### src/sv/sldc_pkg.sv
// ----------------------------------------------------------------------------
// sldc_pkg
// Shared types and constants for the sync/length/checksum deframer.
// ----------------------------------------------------------------------------
package sldc_pkg;

   localparam int unsigned BYTE_W = 8;
   localparam int unsigned POS_W  = 9;
   localparam int unsigned STAT_W = 2;

   // frame markers
   localparam logic [BYTE_W-1:0] SYNC_FIRST   = 8'd128;
   localparam logic [BYTE_W-1:0] SYNC_SECOND  = 8'd129;
   localparam logic [BYTE_W-1:0] ALT_START    = 8'd181;
   localparam logic [BYTE_W-1:0] SRC_LOW_EXCL = 8'd120;
   localparam logic [BYTE_W-1:0] SRC_KNOWN    = 8'h7F;
   // header bytes plus checksum byte, minus one: last position = N + 5
   localparam logic [POS_W-1:0]  LAST_OFFSET  = 9'd5;

   // fixed header positions
   localparam logic [POS_W-1:0] POS_SYNC0  = 9'd0;
   localparam logic [POS_W-1:0] POS_SYNC1  = 9'd1;
   localparam logic [POS_W-1:0] POS_SOURCE = 9'd2;
   localparam logic [POS_W-1:0] POS_PGN    = 9'd3;
   localparam logic [POS_W-1:0] POS_LENGTH = 9'd4;

   // status on the last byte
   typedef enum logic [STAT_W-1:0] {
      STAT_OK       = 2'd0,
      STAT_CSUM_ERR = 2'd1,
      STAT_UNKNOWN  = 2'd2
   } status_type;

   // one result transfer
   typedef struct packed {
      logic [BYTE_W-1:0] frame_byte;
      logic [POS_W-1:0]  byte_position;
      logic              is_last;
      status_type        frame_status;
   } rsp_type;

endpackage

### src/sv/sldc_parse.sv
// ----------------------------------------------------------------------------
// sldc_parse
// Frame hunter: holds the frame state and, for each accepted byte, computes
// the next state and the result (if any) in one pass of logic.
// ----------------------------------------------------------------------------
module sldc_parse (
   input  logic                             clock,
   input  logic                             reset,
   input  logic                             step,      // byte accepted this cycle
   input  logic [sldc_pkg::BYTE_W-1:0]      rx_byte,
   output logic                             res_valid, // this byte produces a result
   output sldc_pkg::rsp_type                res
);

   // frame state
   logic [sldc_pkg::POS_W-1:0]  position_ff, position_in;
   logic [sldc_pkg::BYTE_W-1:0] length_ff, length_in;
   logic [sldc_pkg::BYTE_W-1:0] sum_ff, sum_in;
   logic                        alt_ff, alt_in;
   logic [sldc_pkg::BYTE_W-1:0] source_ff, source_in;

   logic [sldc_pkg::POS_W-1:0]  last_pos;
   logic [sldc_pkg::BYTE_W-1:0] sum_add;

   assign last_pos = {1'b0, length_ff} + sldc_pkg::LAST_OFFSET;
   assign sum_add  = sum_ff + rx_byte;

   // next state and result
   always_comb begin
      position_in = position_ff;
      length_in   = length_ff;
      sum_in      = sum_ff;
      alt_in      = alt_ff;
      source_in   = source_ff;
      res_valid   = 1'b0;
      res.frame_byte    = rx_byte;
      res.byte_position = position_ff;
      res.is_last       = 1'b0;
      res.frame_status  = sldc_pkg::STAT_OK;

      case (position_ff)
         sldc_pkg::POS_SYNC0: begin
            // hunting for the first sync
            if (rx_byte == sldc_pkg::SYNC_FIRST) begin
               alt_in      = 1'b0;
               sum_in      = '0;
               position_in = sldc_pkg::POS_SYNC1;
               res_valid   = 1'b1;
            end
         end
         sldc_pkg::POS_SYNC1: begin
            if (rx_byte == sldc_pkg::SYNC_SECOND) begin
               sum_in      = '0;
               position_in = sldc_pkg::POS_SOURCE;
               res_valid   = 1'b1;
            end else if (rx_byte == sldc_pkg::ALT_START) begin
               // alternate start restarts the frame, still waiting for sync 2
               alt_in            = 1'b1;
               sum_in            = '0;
               res_valid         = 1'b1;
               res.byte_position = sldc_pkg::POS_SYNC0;
            end else begin
               position_in = sldc_pkg::POS_SYNC0;
            end
         end
         sldc_pkg::POS_SOURCE: begin
            if (rx_byte > sldc_pkg::SRC_LOW_EXCL && rx_byte < sldc_pkg::SYNC_FIRST) begin
               source_in   = rx_byte;
               sum_in      = rx_byte;
               position_in = sldc_pkg::POS_PGN;
               res_valid   = 1'b1;
            end else begin
               position_in = sldc_pkg::POS_SYNC0;
            end
         end
         sldc_pkg::POS_PGN: begin
            sum_in      = sum_add;
            position_in = sldc_pkg::POS_LENGTH;
            res_valid   = 1'b1;
         end
         sldc_pkg::POS_LENGTH: begin
            length_in   = rx_byte;
            sum_in      = sum_add;
            position_in = position_ff + 1'b1;
            res_valid   = 1'b1;
         end
         default: begin
            // data bytes, then the checksum byte
            res_valid = 1'b1;
            if (position_ff < last_pos) begin
               sum_in      = sum_add;
               position_in = position_ff + 1'b1;
            end else begin
               res.is_last = 1'b1;
               position_in = sldc_pkg::POS_SYNC0;
               if (alt_ff)
                  res.frame_status = sldc_pkg::STAT_UNKNOWN;
               else if (rx_byte != sum_ff)
                  res.frame_status = sldc_pkg::STAT_CSUM_ERR;
               else if (source_ff != sldc_pkg::SRC_KNOWN)
                  res.frame_status = sldc_pkg::STAT_UNKNOWN;
               else
                  res.frame_status = sldc_pkg::STAT_OK;
            end
         end
      endcase
   end

   // state registers, updated only on an accepted byte
   always_ff @(posedge clock) begin
      if (reset) begin
         position_ff <= '0;
         length_ff   <= '0;
         sum_ff      <= '0;
         alt_ff      <= 1'b0;
         source_ff   <= '0;
      end else if (step) begin
         position_ff <= position_in;
         length_ff   <= length_in;
         sum_ff      <= sum_in;
         alt_ff      <= alt_in;
         source_ff   <= source_in;
      end
   end

endmodule

### src/sv/sync_length_checksum_deframer_core.sv
// ----------------------------------------------------------------------------
// sync_length_checksum_deframer_core
// Results are registered on rsp_; one byte per cycle is taken while req_stall
// is low, and the result register plus a one-entry skid stage let a byte be
// taken while a previous result is still stalled. req_stall rises only when
// both the result register and the skid are full.
// Reset (synchronous, active high) returns to hunting and empties the output.
// ----------------------------------------------------------------------------
module sync_length_checksum_deframer_core (
   input  logic                             clock,
   input  logic                             reset,
   // byte input
   input  logic                             req_valid,
   output logic                             req_stall,
   input  logic [sldc_pkg::BYTE_W-1:0]      req_rx_byte,
   // frame byte output
   output logic                             rsp_valid,
   input  logic                             rsp_stall,
   output logic [sldc_pkg::BYTE_W-1:0]      rsp_frame_byte,
   output logic [sldc_pkg::POS_W-1:0]       rsp_byte_position,
   output logic                             rsp_is_last,
   output logic [sldc_pkg::STAT_W-1:0]      rsp_frame_status
);

   logic              req_take;
   logic              res_valid;
   sldc_pkg::rsp_type res;

   logic              out_valid_ff;
   sldc_pkg::rsp_type out_ff;
   logic              skid_valid_ff;
   sldc_pkg::rsp_type skid_ff;
   logic              out_take;

   assign req_stall = skid_valid_ff;
   assign req_take  = req_valid && !skid_valid_ff;
   assign out_take  = out_valid_ff && !rsp_stall;

   sldc_parse u_parse (
      .clock     (clock),
      .reset     (reset),
      .step      (req_take),
      .rx_byte   (req_rx_byte),
      .res_valid (res_valid),
      .res       (res)
   );

   // output register and skid stage
   always_ff @(posedge clock) begin
      if (reset) begin
         out_valid_ff  <= 1'b0;
         skid_valid_ff <= 1'b0;
      end else if (skid_valid_ff) begin
         if (out_take) begin
            out_ff        <= skid_ff;
            skid_valid_ff <= 1'b0;
         end
      end else if (req_take && res_valid) begin
         if (!out_valid_ff || out_take) begin
            out_ff       <= res;
            out_valid_ff <= 1'b1;
         end else begin
            skid_ff       <= res;
            skid_valid_ff <= 1'b1;
         end
      end else if (out_take) begin
         out_valid_ff <= 1'b0;
      end
   end

   assign rsp_valid         = out_valid_ff;
   assign rsp_frame_byte    = out_ff.frame_byte;
   assign rsp_byte_position = out_ff.byte_position;
   assign rsp_is_last       = out_ff.is_last;
   assign rsp_frame_status  = out_ff.frame_status;

endmodule

### config.mk
export PLATFORM = sky130hd
export DESIGN_NAME = sync_length_checksum_deframer_core
export DESIGN_NICKNAME = d
export VERILOG_FILES = /design/src/sv/sldc_pkg.sv /design/src/sv/sldc_parse.sv /design/src/sv/sync_length_checksum_deframer_core.sv
export SDC_FILE = /design/constraint.sdc
export NUM_CORES = 1
export LEC_CHECK = 0
export CAP_MARGIN = 10
export CORE_ASPECT_RATIO = 0.7
export CORE_MARGIN = 4
export CORE_UTILIZATION = 35
export CTS_CLUSTER_SIZE = 16
export DETAILED_ROUTE_END_ITERATION = 7
export DONT_BUFFER_PORTS = 1
export GPL_ROUTABILITY_DRIVEN = 0
export GPL_TIMING_DRIVEN = 0
export PLACE_DENSITY = 0.56
export SYNTH_ARGS = -nofsm -noshare
export SYNTH_HDL_FRONTEND = slang
export SYNTH_SLANG_ARGS = --single-unit
export TNS_END_PERCENT = 30
### constraint.sdc
create_clock -name clock -period 5.9 [get_ports clock]
set_clock_uncertainty 0.1 [all_clocks]
set_input_delay 0 -clock clock [delete_from_list [all_inputs] [get_ports clock]]
set_output_delay 0 -clock clock [all_outputs]
set_load 0.05 [all_outputs]
# Word level (Yosys, flattened, before mapping)
# Cells that the tools add are included.
# word_totals
in_bits,12
regBits,76
elab_cells,105
out_inout_bits,22
# classes
n_eq_ne,17
bitwise_logic,3
magnitude_cmp,3
muxes,40
reduce_logical,24
n_addsub,3
# op_table
cell,count
20-bit two-way mux,4
9-bit two-way mux,7
9-bit one-hot mux with 5 select lines,1
8-bit two-way mux,5
8-bit one-hot mux with 4 select lines,1
"8-bit == test, second input constant",3
"9-bit by 2-bit == test with 1-bit output, second input constant",2
1-bit two-way mux,14
"2-bit by 1-bit inequality test with 1-bit output, second input constant",5
5-bit AND reduction,2
"8-bit by 3-bit adder with 9-bit output, second input constant",1
"9-bit by 1-bit adder with 9-bit output, second input constant",1
"9-bit by 1-bit == test with 1-bit output, second input constant",1
"9-bit by 3-bit == test with 1-bit output, second input constant",1
9-bit logical NOT,1
9-bit < comparator,1
3-bit AND reduction,3
8-bit adder,1
"8-bit by 7-bit greater-than comparator with 1-bit output, second input constant",1
"8-bit < comparator, second input constant",1
2-bit two-way mux,4
"8-bit by 7-bit inequality test with 1-bit output, second input constant",1
8-bit inequality test,1
4-bit AND reduction,2
15 further kinds,26

# Depth between registers and ports, before layout
# Gate-level depths: netlist of run 1.
# depth
ltp_word,9
ltp_mapped,11
mapped_depth_nobuf,11

# Cells and area by module
# A second synthesis of run 1 with hierarchy kept.
# unflattened
cells_unflattened,393
area_unflattened_um2,4127.7
# by_module_without_submodules
mod,n_inst,cells_per_inst,area_each_um2,seq_area_each_um2
sldc_parse,1,317,2487.4,680.7
sync_length_checksum_deframer_core,1,76,1640.3,1241.2

# Least setup slack after synthesis of run 1
# OpenSTA, ideal clock, no wires.
# synth_path
path_kind,reg2reg
startpoint,register u_parse.position_ff[0] (netlist name)
endpoint,register out_ff (netlist bit rsp_byte_position[0]) (enable)
required_time_ns,5.369
path_buffers,1
arrival_time_ns,3.517
setup_slack_ns,1.851
setup_time_ns,0.431
path_stages_with_launch,8
period_less_slack_ns,4.049
cell_sequence,dfxtp_1 -> inv_1 -> ha_1 -> buf_2 -> o31ai_1 -> nor3_1 -> a21o_1 -> a221oi_1
# synth_between
elab_chain_cells,5
word_cells_on_any_way,7
classes_between,eq/ne: 2; mux: 1; reduce/logical: 4
# synth_lines
element,line,text
"start, declared",sldc_parse.sv:16,"logic [sldc_pkg::POS_W-1:0] position_ff, position_in;"
"start signal, assigned",sldc_parse.sv:118,position_ff <= position_in;
"9-bit by 2-bit == test with 1-bit output, or another cell as far along",sldc_parse.sv:41,case (position_ff)
1-bit one-hot mux with 3 select lines *,sldc_parse.sv:41,
1-bit logical AND *,sync_length_checksum_deframer_core.sv:58,end else if (req_take && res_valid) begin
2-bit nonzero test (no line) *,n/a,
4-bit AND reduction (no line) *,n/a,
"end signal, assigned",sync_length_checksum_deframer_core.sv:55,out_ff <= skid_ff;
"end signal, assigned",sync_length_checksum_deframer_core.sv:60,out_ff <= res;
"end, declared",sync_length_checksum_deframer_core.sv:30,sldc_pkg::rsp_type out_ff;
# Every way passes the cells marked *; elsewhere a longest branch is shown, timed or not.
# A chain may end at the register's enable or synchronous reset.

# Final worst setup path of run 1
# layout_path
startpoint,register u_parse.position_ff[3] (netlist name)
endpoint,register skid_ff[14] (netlist name) (enable)
# layout_between
elab_chain_cells,4
word_cells_on_any_way,6
classes_between,eq/ne: 2; mux: 1; reduce/logical: 3
# layout_lines
element,line,text
"9-bit by 2-bit == test with 1-bit output, or another cell as far along",sldc_parse.sv:41,
1-bit one-hot mux with 3 select lines *,sldc_parse.sv:41,
1-bit logical AND *,sync_length_checksum_deframer_core.sv:58,
4-bit AND reduction (no line) *,n/a,
"end signal, assigned",sync_length_checksum_deframer_core.sv:63,skid_ff <= res;
"end, declared",sync_length_checksum_deframer_core.sv:32,sldc_pkg::rsp_type skid_ff;
# Marked as above.

==> impl_metrics.ini, run 1 <==
[detailed_routing]
wl_per_cell_um = 17.50
routed_wl_um = 9642
drcViolationCount = 0
dr_total_vias = 2974
antenna_left = 0
drt_pre_antenna_iters = 4
routed_via_density = 5.397
drtIter0Drc = 256

[timing]
slew_headroom = 0.3493
holdWs_ns = 0.04315
fin_tns_setup_ns = 0
final_hold_viol_count = 0
max_slew.worst_pin.slew_ns = 0.9685
drv_slew = 0
rsz0062_at_grt = no
setup_viol = 0
period_share = 0.5745
finalCriticalPeriod_ns = 3.390
fmax_ghz = 0.2950

[min_path]
whs_path_depth = 3
hp-class = in -> reg
min_from = req_rx_byte[0]
min_to = u_parse.sum_ff[0]

[layout]
num_antenna_cells = 0
drive_gt1_frac = 0.1191
mostFrequentLayoutCell = edfxtp_1
area_growth_syn_to_layout_pct = 15.65
layout.nets = 431
final_cell_mix = edfxtp_1 (40), nor2_1 (36), dfxtp_1 (36), nand2_1 (23), a21oi_1 (22)

[setup_path]
crit_family = simple AND/OR/NAND/NOR gates
critPathSlowestCell = nor3_2
rr_worst_depth = 7
path_max_fanout = 11
worstPathArrival_ns = 3.33
worstPathRequired_ns = 5.84
r2r-start = u_parse.position_ff[3]
reg2reg_to = skid_ff[14]
cp-end-kind = flip-flop
path_cells = nor4_1 -> nand4_1 -> nor3_2 -> nor3_1 -> a21o_1 -> nor3_2 -> buf_6
critPathBufInv = 1
start_kind = flip-flop
cpPeakStageDelay_ns = 0.68
r2r_setup_slack_ns = 2.51
cpMostUsedCell = nor3_2
crit_type = reg -> reg

[synthesis]
yosysWarnings = 0
synth-compound-area-share = 0.1278
synth_seq_area_share = 0.4945
yosysTopAreaCell = edfxtp_1
synthSimpleGateAreaFrac = 0.1674
synthMuxAreaShare = 0.06375
synthArstFlopShare = 0
netlist.area_leader.share = 0.3091
synthAdderAreaFrac = 0.06954
ys.flop_type = edfxtp_1
synth-xor-area-share = 0.03606
synth_top_family_by_area = simple AND/OR/NAND/NOR gates
synth_area_per_cell_sq_um = 10.39
ys_seq_elements = 76
synthTopCellsByArea = edfxtp_1 (31%), dfxtp_1 (19%), ha_1 (6.4%)
synthesis.nets = 407
synthCells = 374
ys_types = 57
synth_edf_count = 40
syn_area_sq_um = 3886

[placed_design]
numPortBuffers = 0
dp_hpwl_um = 6761

[clock_tree]
cts_root_buffer = clkbuf_16
post_cts_buffers = 0
path_clk_slew_ns = 0.06
clk_latency_ns = 0.34
numCtsBuffers = 9
cts_resized = 0
cts_max_level = 3
cts_tree = built
clock_sinks = 76
clockBufferDepth = 2

[floorplanning]
fp-row-count = 31
core_sq_um = 10590
die_area_sq_um = 12880
io_pins = 34
die_x_um = 133.9
die_h_um = 96.16
start_util = 0.3670

[global_route]
grt-ovfl-total = 0
grt_max_degree = 19
grt.total_usage = 0.1567
antenna_found_initial = 0
grt_pass1_wl_um = 15370
grt_pass1_vias = 2803

[power_and_ir_drop]
leakage_uw = 0.001646
power_uw = 1702
max-vdd-ir-drop_v = 0.0001906
p_per_area_nw_per_um2 = 378.7

[flow_run]
cap_violations = 0

[run_status]
status = completed
==> power by group <==
group / switching (uW) / internal, uW
clock: 213 / 284
combinational: 283 / 198
sequential: 105 / 618
total: 602 / 1100
==> per-layer routing <==
layer | track usage | vias to the layer above | share of wire
met3 | 0.06008 | 13 | 0.090
met2 | 0.2282 | 101 | 0.43
met1 | 0.2192 | 1433 | 0.47
met5 | 0 | - | 0
li1 | - | 1427 | -
met4 | 0.03767 | 0 | 0.010
==> state kept, by name, indices dropped and copies added (netlist names) <==
signal               flops
rsp_is_last              1
skid_ff                 20
u_parse.length_ff        8
req_stall                1
rsp_frame_status         2
u_parse.alt_ff           1
rsp_byte_position        9
u_parse.source_ff        8
rsp_valid                1
rsp_frame_byte           8
u_parse.sum_ff           8
u_parse.position_ff      9
==> timing repair <==
action / in CTS / in global routing
endpoints found under the setup margin: 0 / 0
hold endpoints to repair: 68 / 0
hold buffers: 10 / 0
==> area by class of cell <==
class	count	area (sq um)
plain buffers	21	95.09
clock buffers	10	229.0
clock inverters	6	40.04
fillers	1018	6095
inverters	17	63.81
multi-input cells	260	1828
flip-flops and latches	76	1922
well taps	148	185.2
repair buffers	13	131.4
==> tightest hold or removal path, cell delays in order <==
cell and delay [ns]:
ha_1 0.12, a22oi_1 0.08, a211oi_1 0.22
==> cells in the mapped netlist, drive strengths merged (3+ instances only) <==
cell type / instances
xor2: 7
a22oi: 5
nand3: 9
nand2: 24
a21o: 3
clkbuf: 13
or3: 4
and3: 3
o31ai: 6
a21oi: 22
a31oi: 6
mux2: 14
nor4: 6
nand4: 4
inv: 17
a211oi: 8
nor3b: 3
nor2: 36
edfxtp: 40
xnor2: 9
dfxtp: 36
ha: 20
o21ai: 12
buf: 8
mux2i: 9
nor3: 15
nand2b: 4
==> worst max path at each step <==
stage                                 to                   start  depth (start not counted)
floorplan           rsp_byte_position[0]  u_parse.position_ff[0]                          7
global placement    rsp_byte_position[8]  u_parse.position_ff[0]                          7
detailed placement           skid_ff[16]  u_parse.position_ff[3]                          7
CTS                          skid_ff[18]  u_parse.position_ff[3]                          7
global route                 skid_ff[14]  u_parse.position_ff[3]                          7
finish                       skid_ff[14]  u_parse.position_ff[3]                          7
==> metrics by stage <==
step	util	area (sq um)	std cells	setup WS [ns]
2_1_floorplan	-	3886	374	1.851
3_3_place_gp	0.3845	4071	522	0.4879
3_5_place_dp	0.3896	4125	525	2.494
4_1_cts	0.4244	4494	551	2.476
5_1_grt	0.4244	4494	551	2.272
6_report	0.4244	4494	551	2.510
==> cell families after synthesis <==
group	count (synthesis)
simple gates	123
flops	76
fa+ha+maj	21
xor+xnor	16
mux	23
buf+inv	38
compound gates	77
No activity file was read; power rests on OpenSTA's default activity.
==> run 2, diff against run 1 <==
- ABC_AREA: not set -> 1
- PLACE_DENSITY: 0.56 -> 0.58
- clock period: 5.9 -> 2.75 ns (I/O delays scaled with it)
==> run 2 against run 1 <==
- clock power increased to 2.8 times the previous value
- hold slack got worse by 0.017 ns
- power grew to 2.9 times the previous value
- via count grew 21%
- synthesized cell count up 43%
- utilization rose by 0.066 points
- global-route usage is 0.30 points higher
- wire length grew 12%
- area after synthesis up 8.1%
- final cell count grew 31%
- count of clock-buffer cells in the layout did not move
- critical path depth increased by 4
- critical path type unchanged
- critical endpoint is now rsp_byte_position[7]
- largest cell class is now multi-input combinational cells
==> impl_metrics.ini, run 2 <==
[floorplanning]
die_x_um = 139.0
core_sq_um = 11730
io_pins = 34
die_area_sq_um = 13850
start_util = 0.3583
die_h_um = 99.67
fp-row-count = 33

[clock_tree]
path_clk_slew_ns = 0.06
clock_sinks = 76
cts_tree = built
numCtsBuffers = 9
clk_latency_ns = 0.34
cts_max_level = 3
clockBufferDepth = 2
cts_root_buffer = clkbuf_16

[setup_path]
rr_worst_depth = 11
worstPathRequired_ns = 2.70
reg2reg_to = rsp_byte_position[7]
path_cells = inv_1 -> ha_1 -> inv_1 -> nor2_1 -> nand4_1 -> buf_4 -> nand3_4 -> nand3_1 -> nand3_2 -> a21oi_4 -> buf_12
critPathBufInv = 4
crit_family = simple AND/OR/NAND/NOR gates
start_kind = flip-flop
cp-end-kind = flip-flop
worstPathArrival_ns = 2.54
crit_type = reg -> reg
cpPeakStageDelay_ns = 0.46
r2r_setup_slack_ns = 0.16
r2r-start = u_parse.position_ff[1]
path_max_fanout = 10
cpMostUsedCell = inv_1
critPathSlowestCell = dfxtp_1

[layout]
mostFrequentLayoutCell = nand2_1
fillers = 1158
drive_gt1_frac = 0.09541
largest_reg_flops = 20
layout.nets = 594
largest-register = skid_ff
final_cell_mix = nand2_1 (121), nor2_1 (83), inv_1 (59), edfxtp_1 (40), dfxtp_1 (34)
num_antenna_cells = 0
area_growth_syn_to_layout_pct = 18.64

[synthesis]
ys_seq_elements = 76
synth_seq_area_share = 0.4574
synth_area_per_cell_sq_um = 7.868
ys.flop_type = edfxtp_1
synthesis.nets = 567
netlist.area_leader.share = 0.2859
synthCells = 534
synthTopCellsByCount = nand2_1 (121), nor2_1 (85), inv_1 (59)
yosysWarnings = 0
synth_most_common_cell = nand2_1
synth_edf_count = 40
yosysTopAreaCell = edfxtp_1
syn_area_sq_um = 4202
ys_types = 35
synthTopCellsByArea = edfxtp_1 (29%), dfxtp_1 (17%), nand2_1 (11%)
synthArstFlopShare = 0

[global_route]
grt.total_usage = 0.1597
grt_pass1_wl_um = 17500
grt_max_degree = 15
antenna_found_initial = 0
grt-ovfl-total = 0
grt_pass1_vias = 3271

[detailed_routing]
dr_total_vias = 3612
routed_via_density = 4.996
antenna_left = 0
routed_wl_um = 10820
drcViolationCount = 0
drtIter0Drc = 233
wl_per_cell_um = 14.96
drt_pre_antenna_iters = 5

[timing]
setup_viol = 0
fmax_ghz = 0.3855
final_hold_viol_count = 0
slew_headroom = 0.5889
period_share = 0.9432
finalCriticalPeriod_ns = 2.594
fin_tns_setup_ns = 0
drv_slew = 0
max_slew.worst_pin.slew_ns = 0.6158
rsz0062_at_grt = yes

[min_path]
min_from = reset
min_to = u_parse.source_ff[6]
whs_path_depth = 2
hp-class = in -> reg

[power_and_ir_drop]
leakage_uw = 0.002042
power_switching_uw = 2036
seq_power_share = 0.350
internal_power_uw = 2979
power_uw = 5015
max-vdd-ir-drop_v = 0.0003771
clkPwrFrac = 0.273
p_per_area_nw_per_um2 = 1006
combPwrFrac = 0.378
switching_share = 0.4060

[flow_run]
cap_violations = 0

[run_status]
status = completed

[placed_design]
numPortBuffers = 0
dp_hpwl_um = 8016
==> run 2: power by group through the flow <==
stage                     clock network, uW  logic [uW]  registers (uW)
after floorplan                           0        1360            1730
after CTS                              1390        1780            1750
after global placement                    0        1680            1770
final                                  1370        1890            1750
after detailed placement                  0        1710            1780
after global routing                   1450        2120            1780
==> run 2: worst max-delay path by stage <==
stage	startpoint	endpoint	cells after the start
final	u_parse.position_ff[1]	rsp_byte_position[7]	11
after global routing	u_parse.length_ff[0]	rsp_is_last	13
after CTS	u_parse.position_ff[0]	rsp_byte_position[4]	10
after detailed placement	u_parse.position_ff[0]	rsp_byte_position[4]	10
after global placement	u_parse.position_ff[0]	skid_ff[16]	10
after floorplan	u_parse.position_ff[0]	skid_ff[0]	10
==> run 2: what timing repair did <==
action                                  CTS  global route
setup buffers                             0             2
hold endpoints to repair                 47             0
endpoints found under the setup margin   39            50
pin swaps                                 0             6
hold buffers                             11             0
gates resized for setup                   5            11
cloned                                    1             1
==> run 2: metal layers <==
layer	GRT usage	wire, um	part of all wire
met5	0	0	0
met3	0.04613	882	0.082
met1	0.2430	5609	0.52
met4	0.04286	114	0.011
met2	0.2189	4211	0.39
==> run 2: logic make-up after synthesis <==
family                     Yosys count  synth area share
buffers and inverters               82           0.07802
xor gates and xnor gates            14           0.02918
AOI/OAI and AO/OA                   69           0.08904
DFF                                 76            0.4574
adders and majority gates           21           0.06432
and+or+nand+nor                    272            0.2820
==> run 2: cell type report <==
cell class	instances	area (sq um)	area share
Clock inverter	6	112.6	0.02259
Timing Repair Buffer	14	152.6	0.03062
Tap cell	157	196.4	0.03941
Clock buffer	10	229.0	0.04593
Buffer	18	85.08	0.01707
Multi-Input combinational cell	378	2042	0.4096
Sequential cell	76	1924	0.3860
Inverter	64	242.7	0.04869
==> run 2: through the flow <==
stage / utilization / cells / hold WS [ns] / cell area, sq um / worst slack (ns)
final: 0.4251 / 723 / 0.02601 / 4985 / 0.1561
after global routing: 0.4251 / 723 / 0.07956 / 4985 / -0.03072
after CTS: 0.4183 / 720 / 0.03156 / 4905 / 0.03129
after detailed placement: 0.3769 / 692 / -0.01312 / 4419 / -0.3417
after global placement: 0.3754 / 691 / -0.01606 / 4402 / -0.7210
after floorplan: - / 534 / -0.02153 / 4205 / -0.003721
==> run 3, diff against run 2 <==
- PLACE_DENSITY: 0.58 -> 0.56
- clock period: 2.75 -> 2.62 ns (I/O delays scaled with it)
==> run 3 against run 2 <==
- utilization is 0.13 points higher
- clock power is 10% lower
- non-clock buffer count is 7 higher
- wire length is 3.1% higher
- combinational power is 8% higher
- fmax is 3.0% higher
- register-to-register slack worse by 0.05 ns
==> impl_metrics.ini, run 3 (synthesis results as in run 2) <==
[clock_tree]
cts_tree = built
cts_root_buffer = clkbuf_16
cts_max_level = 3
clockBufferDepth = 2
clk_latency_ns = 0.34
numCtsBuffers = 9
clock_sinks = 76
path_clk_slew_ns = 0.06

[setup_path]
path_max_fanout = 10
r2r_setup_slack_ns = 0.10
r2r-start = u_parse.length_ff[1]
crit_family = simple AND/OR/NAND/NOR gates
path_cells = inv_1 -> o21ai_2 -> nand3_2 -> nor3_2 -> xor2_1 -> ha_1 -> nand2_2 -> a21oi_1 -> nor2_1 -> nand3_2 -> nand2_4 -> buf_8 -> o21ai_0
critPathSlowestCell = dfxtp_2
cpMostUsedCell = nand3_2
worstPathRequired_ns = 2.59
reg2reg_to = rsp_is_last
crit_type = reg -> reg
critPathBufInv = 2
worstPathArrival_ns = 2.48
start_kind = flip-flop
rr_worst_depth = 13
cpPeakStageDelay_ns = 0.33
cp-end-kind = flip-flop

[floorplanning]
die_area_sq_um = 13850
start_util = 0.3583
die_h_um = 99.67
io_pins = 34
core_sq_um = 11730
die_x_um = 139.0
fp-row-count = 33

[global_route]
grt.total_usage = 0.1647
grt_pass1_vias = 3372
grt_max_degree = 15
grt-ovfl-total = 0
grt_pass1_wl_um = 17950
antenna_found_initial = 0

[detailed_routing]
routed_via_density = 4.885
drtIter0Drc = 247
wl_per_cell_um = 15.30
drcViolationCount = 0
drt_pre_antenna_iters = 5
antenna_left = 0
routed_wl_um = 11150
dr_total_vias = 3561

[layout]
design_area_sq_um = 5000
layout.nets = 600
final_cell_mix = nand2_1 (119), nor2_1 (81), inv_1 (56), edfxtp_1 (40), dfxtp_1 (31)
mostFrequentLayoutCell = nand2_1
largest-register = skid_ff
largest_reg_flops = 20
num_antenna_cells = 0
area_growth_syn_to_layout_pct = 19.00
drive_gt1_frac = 0.1241

[power_and_ir_drop]
max-vdd-ir-drop_v = 0.0003905
internal_power_uw = 2972
clkPwrFrac = 0.241
seq_power_share = 0.360
power_uw = 5119
switching_share = 0.4194
combPwrFrac = 0.399
p_per_area_nw_per_um2 = 1024
power_switching_uw = 2147
leakage_uw = 0.002058

[timing]
rsz0062_at_grt = yes
period_share = 0.9610
drv_slew = 0
finalCriticalPeriod_ns = 2.518
slew_headroom = 0.5807
fmax_ghz = 0.3972
setup_viol = 0
final_hold_viol_count = 0
max_slew.worst_pin.slew_ns = 0.6280
holdWs_ns = 0.01429
setup_slack_ns = 0.1022

[min_path]
min_from = req_rx_byte[7]
min_to = u_parse.sum_ff[7]
hp-class = in -> reg
whs_path_depth = 5

[placed_design]
dp_hpwl_um = 7999
numPortBuffers = 0
postPlaceCellArea_sq_um = 4415
place_ws_ns = -0.5025

[run_status]
status = completed

[flow_run]
cap_violations = 0
[run 3: cell count changes in the layout (fill, tap and decap cells not counted), moves of 3 or more]
cell,before,now
buf_4,1,6
dfxtp_1,34,31
dfxtp_2,2,5
inv_1,59,56
inv_2,4,7
[run 3: worst max-delay path by stage]
| stage | startpoint | to | slack (ns) | cells past startpoint |
|---|---|---|---|---|
| 5_1_grt | u_parse.length_ff[1] | rsp_is_last | -0.07 | 13 |
| 4_1_cts | u_parse.length_ff[0] | rsp_is_last | 0.002 | 13 |
| 3_5_place_dp | u_parse.position_ff[0] | rsp_byte_position[6] | -0.50 | 10 |
| 2_1_floorplan | u_parse.position_ff[0] | skid_ff[0] | -0.13 | 10 |
| 6_report | u_parse.length_ff[1] | rsp_is_last | 0.10 | 13 |
| 3_3_place_gp | u_parse.position_ff[0] | skid_ff[13] | -0.84 | 10 |
[run 3: final cells by class]
type,count,area [sq um]
Sequential cell,76,1928
Buffer,18,88.84
Fill cell,1148,6726
Multi-Input combinational cell,377,2032
Clock buffer,10,229.0
Timing Repair Buffer,21,217.7
Inverter,64,242.7
Clock inverter,6,65.06
Tap cell,157,196.4
[run 3: power groups by stage]
stage	Sequential (uW)	Combinational, uW	Clock (uW)
floorplan	1820	1430	0
global placement	1850	1770	0
detailed placement	1860	1800	0
CTS	1830	1950	1250
global route	1860	2310	1320
finish	1840	2040	1230
[run 3: metal layers]
metal / GRT usage / vias up / part of all wire
li1: - / 1805 / -
met1: 0.2484 / 1634 / 0.52
met2: 0.2290 / 109 / 0.39
met3: 0.05382 / 13 / 0.075
met4: 0.03383 / 0 / 0.0095
met5: 0 / - / 0
[run 3: what timing repair did]
item / CTS / global route
pin swaps: 5 / 8
endpoints found under the hold margin: 39 / 0
cloned: 1 / 0
setup buffers: 6 / 3
gates resized for setup: 8 / 19
hold buffers: 11 / 0
setup endpoints to repair: 63 / 66
[run 3: worst min-delay path: stages]
cell and delay [ns]:
xnor2_1 0.08, a21oi_1 0.13, nor2_1 0.06, nor2_1 0.09, nor2_1 0.05
[run 3: stage by stage]
step                instances  utilization  TNS (ns)
global placement          691       0.3754    -27.72
global route              729       0.4264   -0.2566
detailed placement        692       0.3765    -19.19
finish                    729       0.4264         0
CTS                       726       0.4206         0
floorplan                 534            -    -2.674
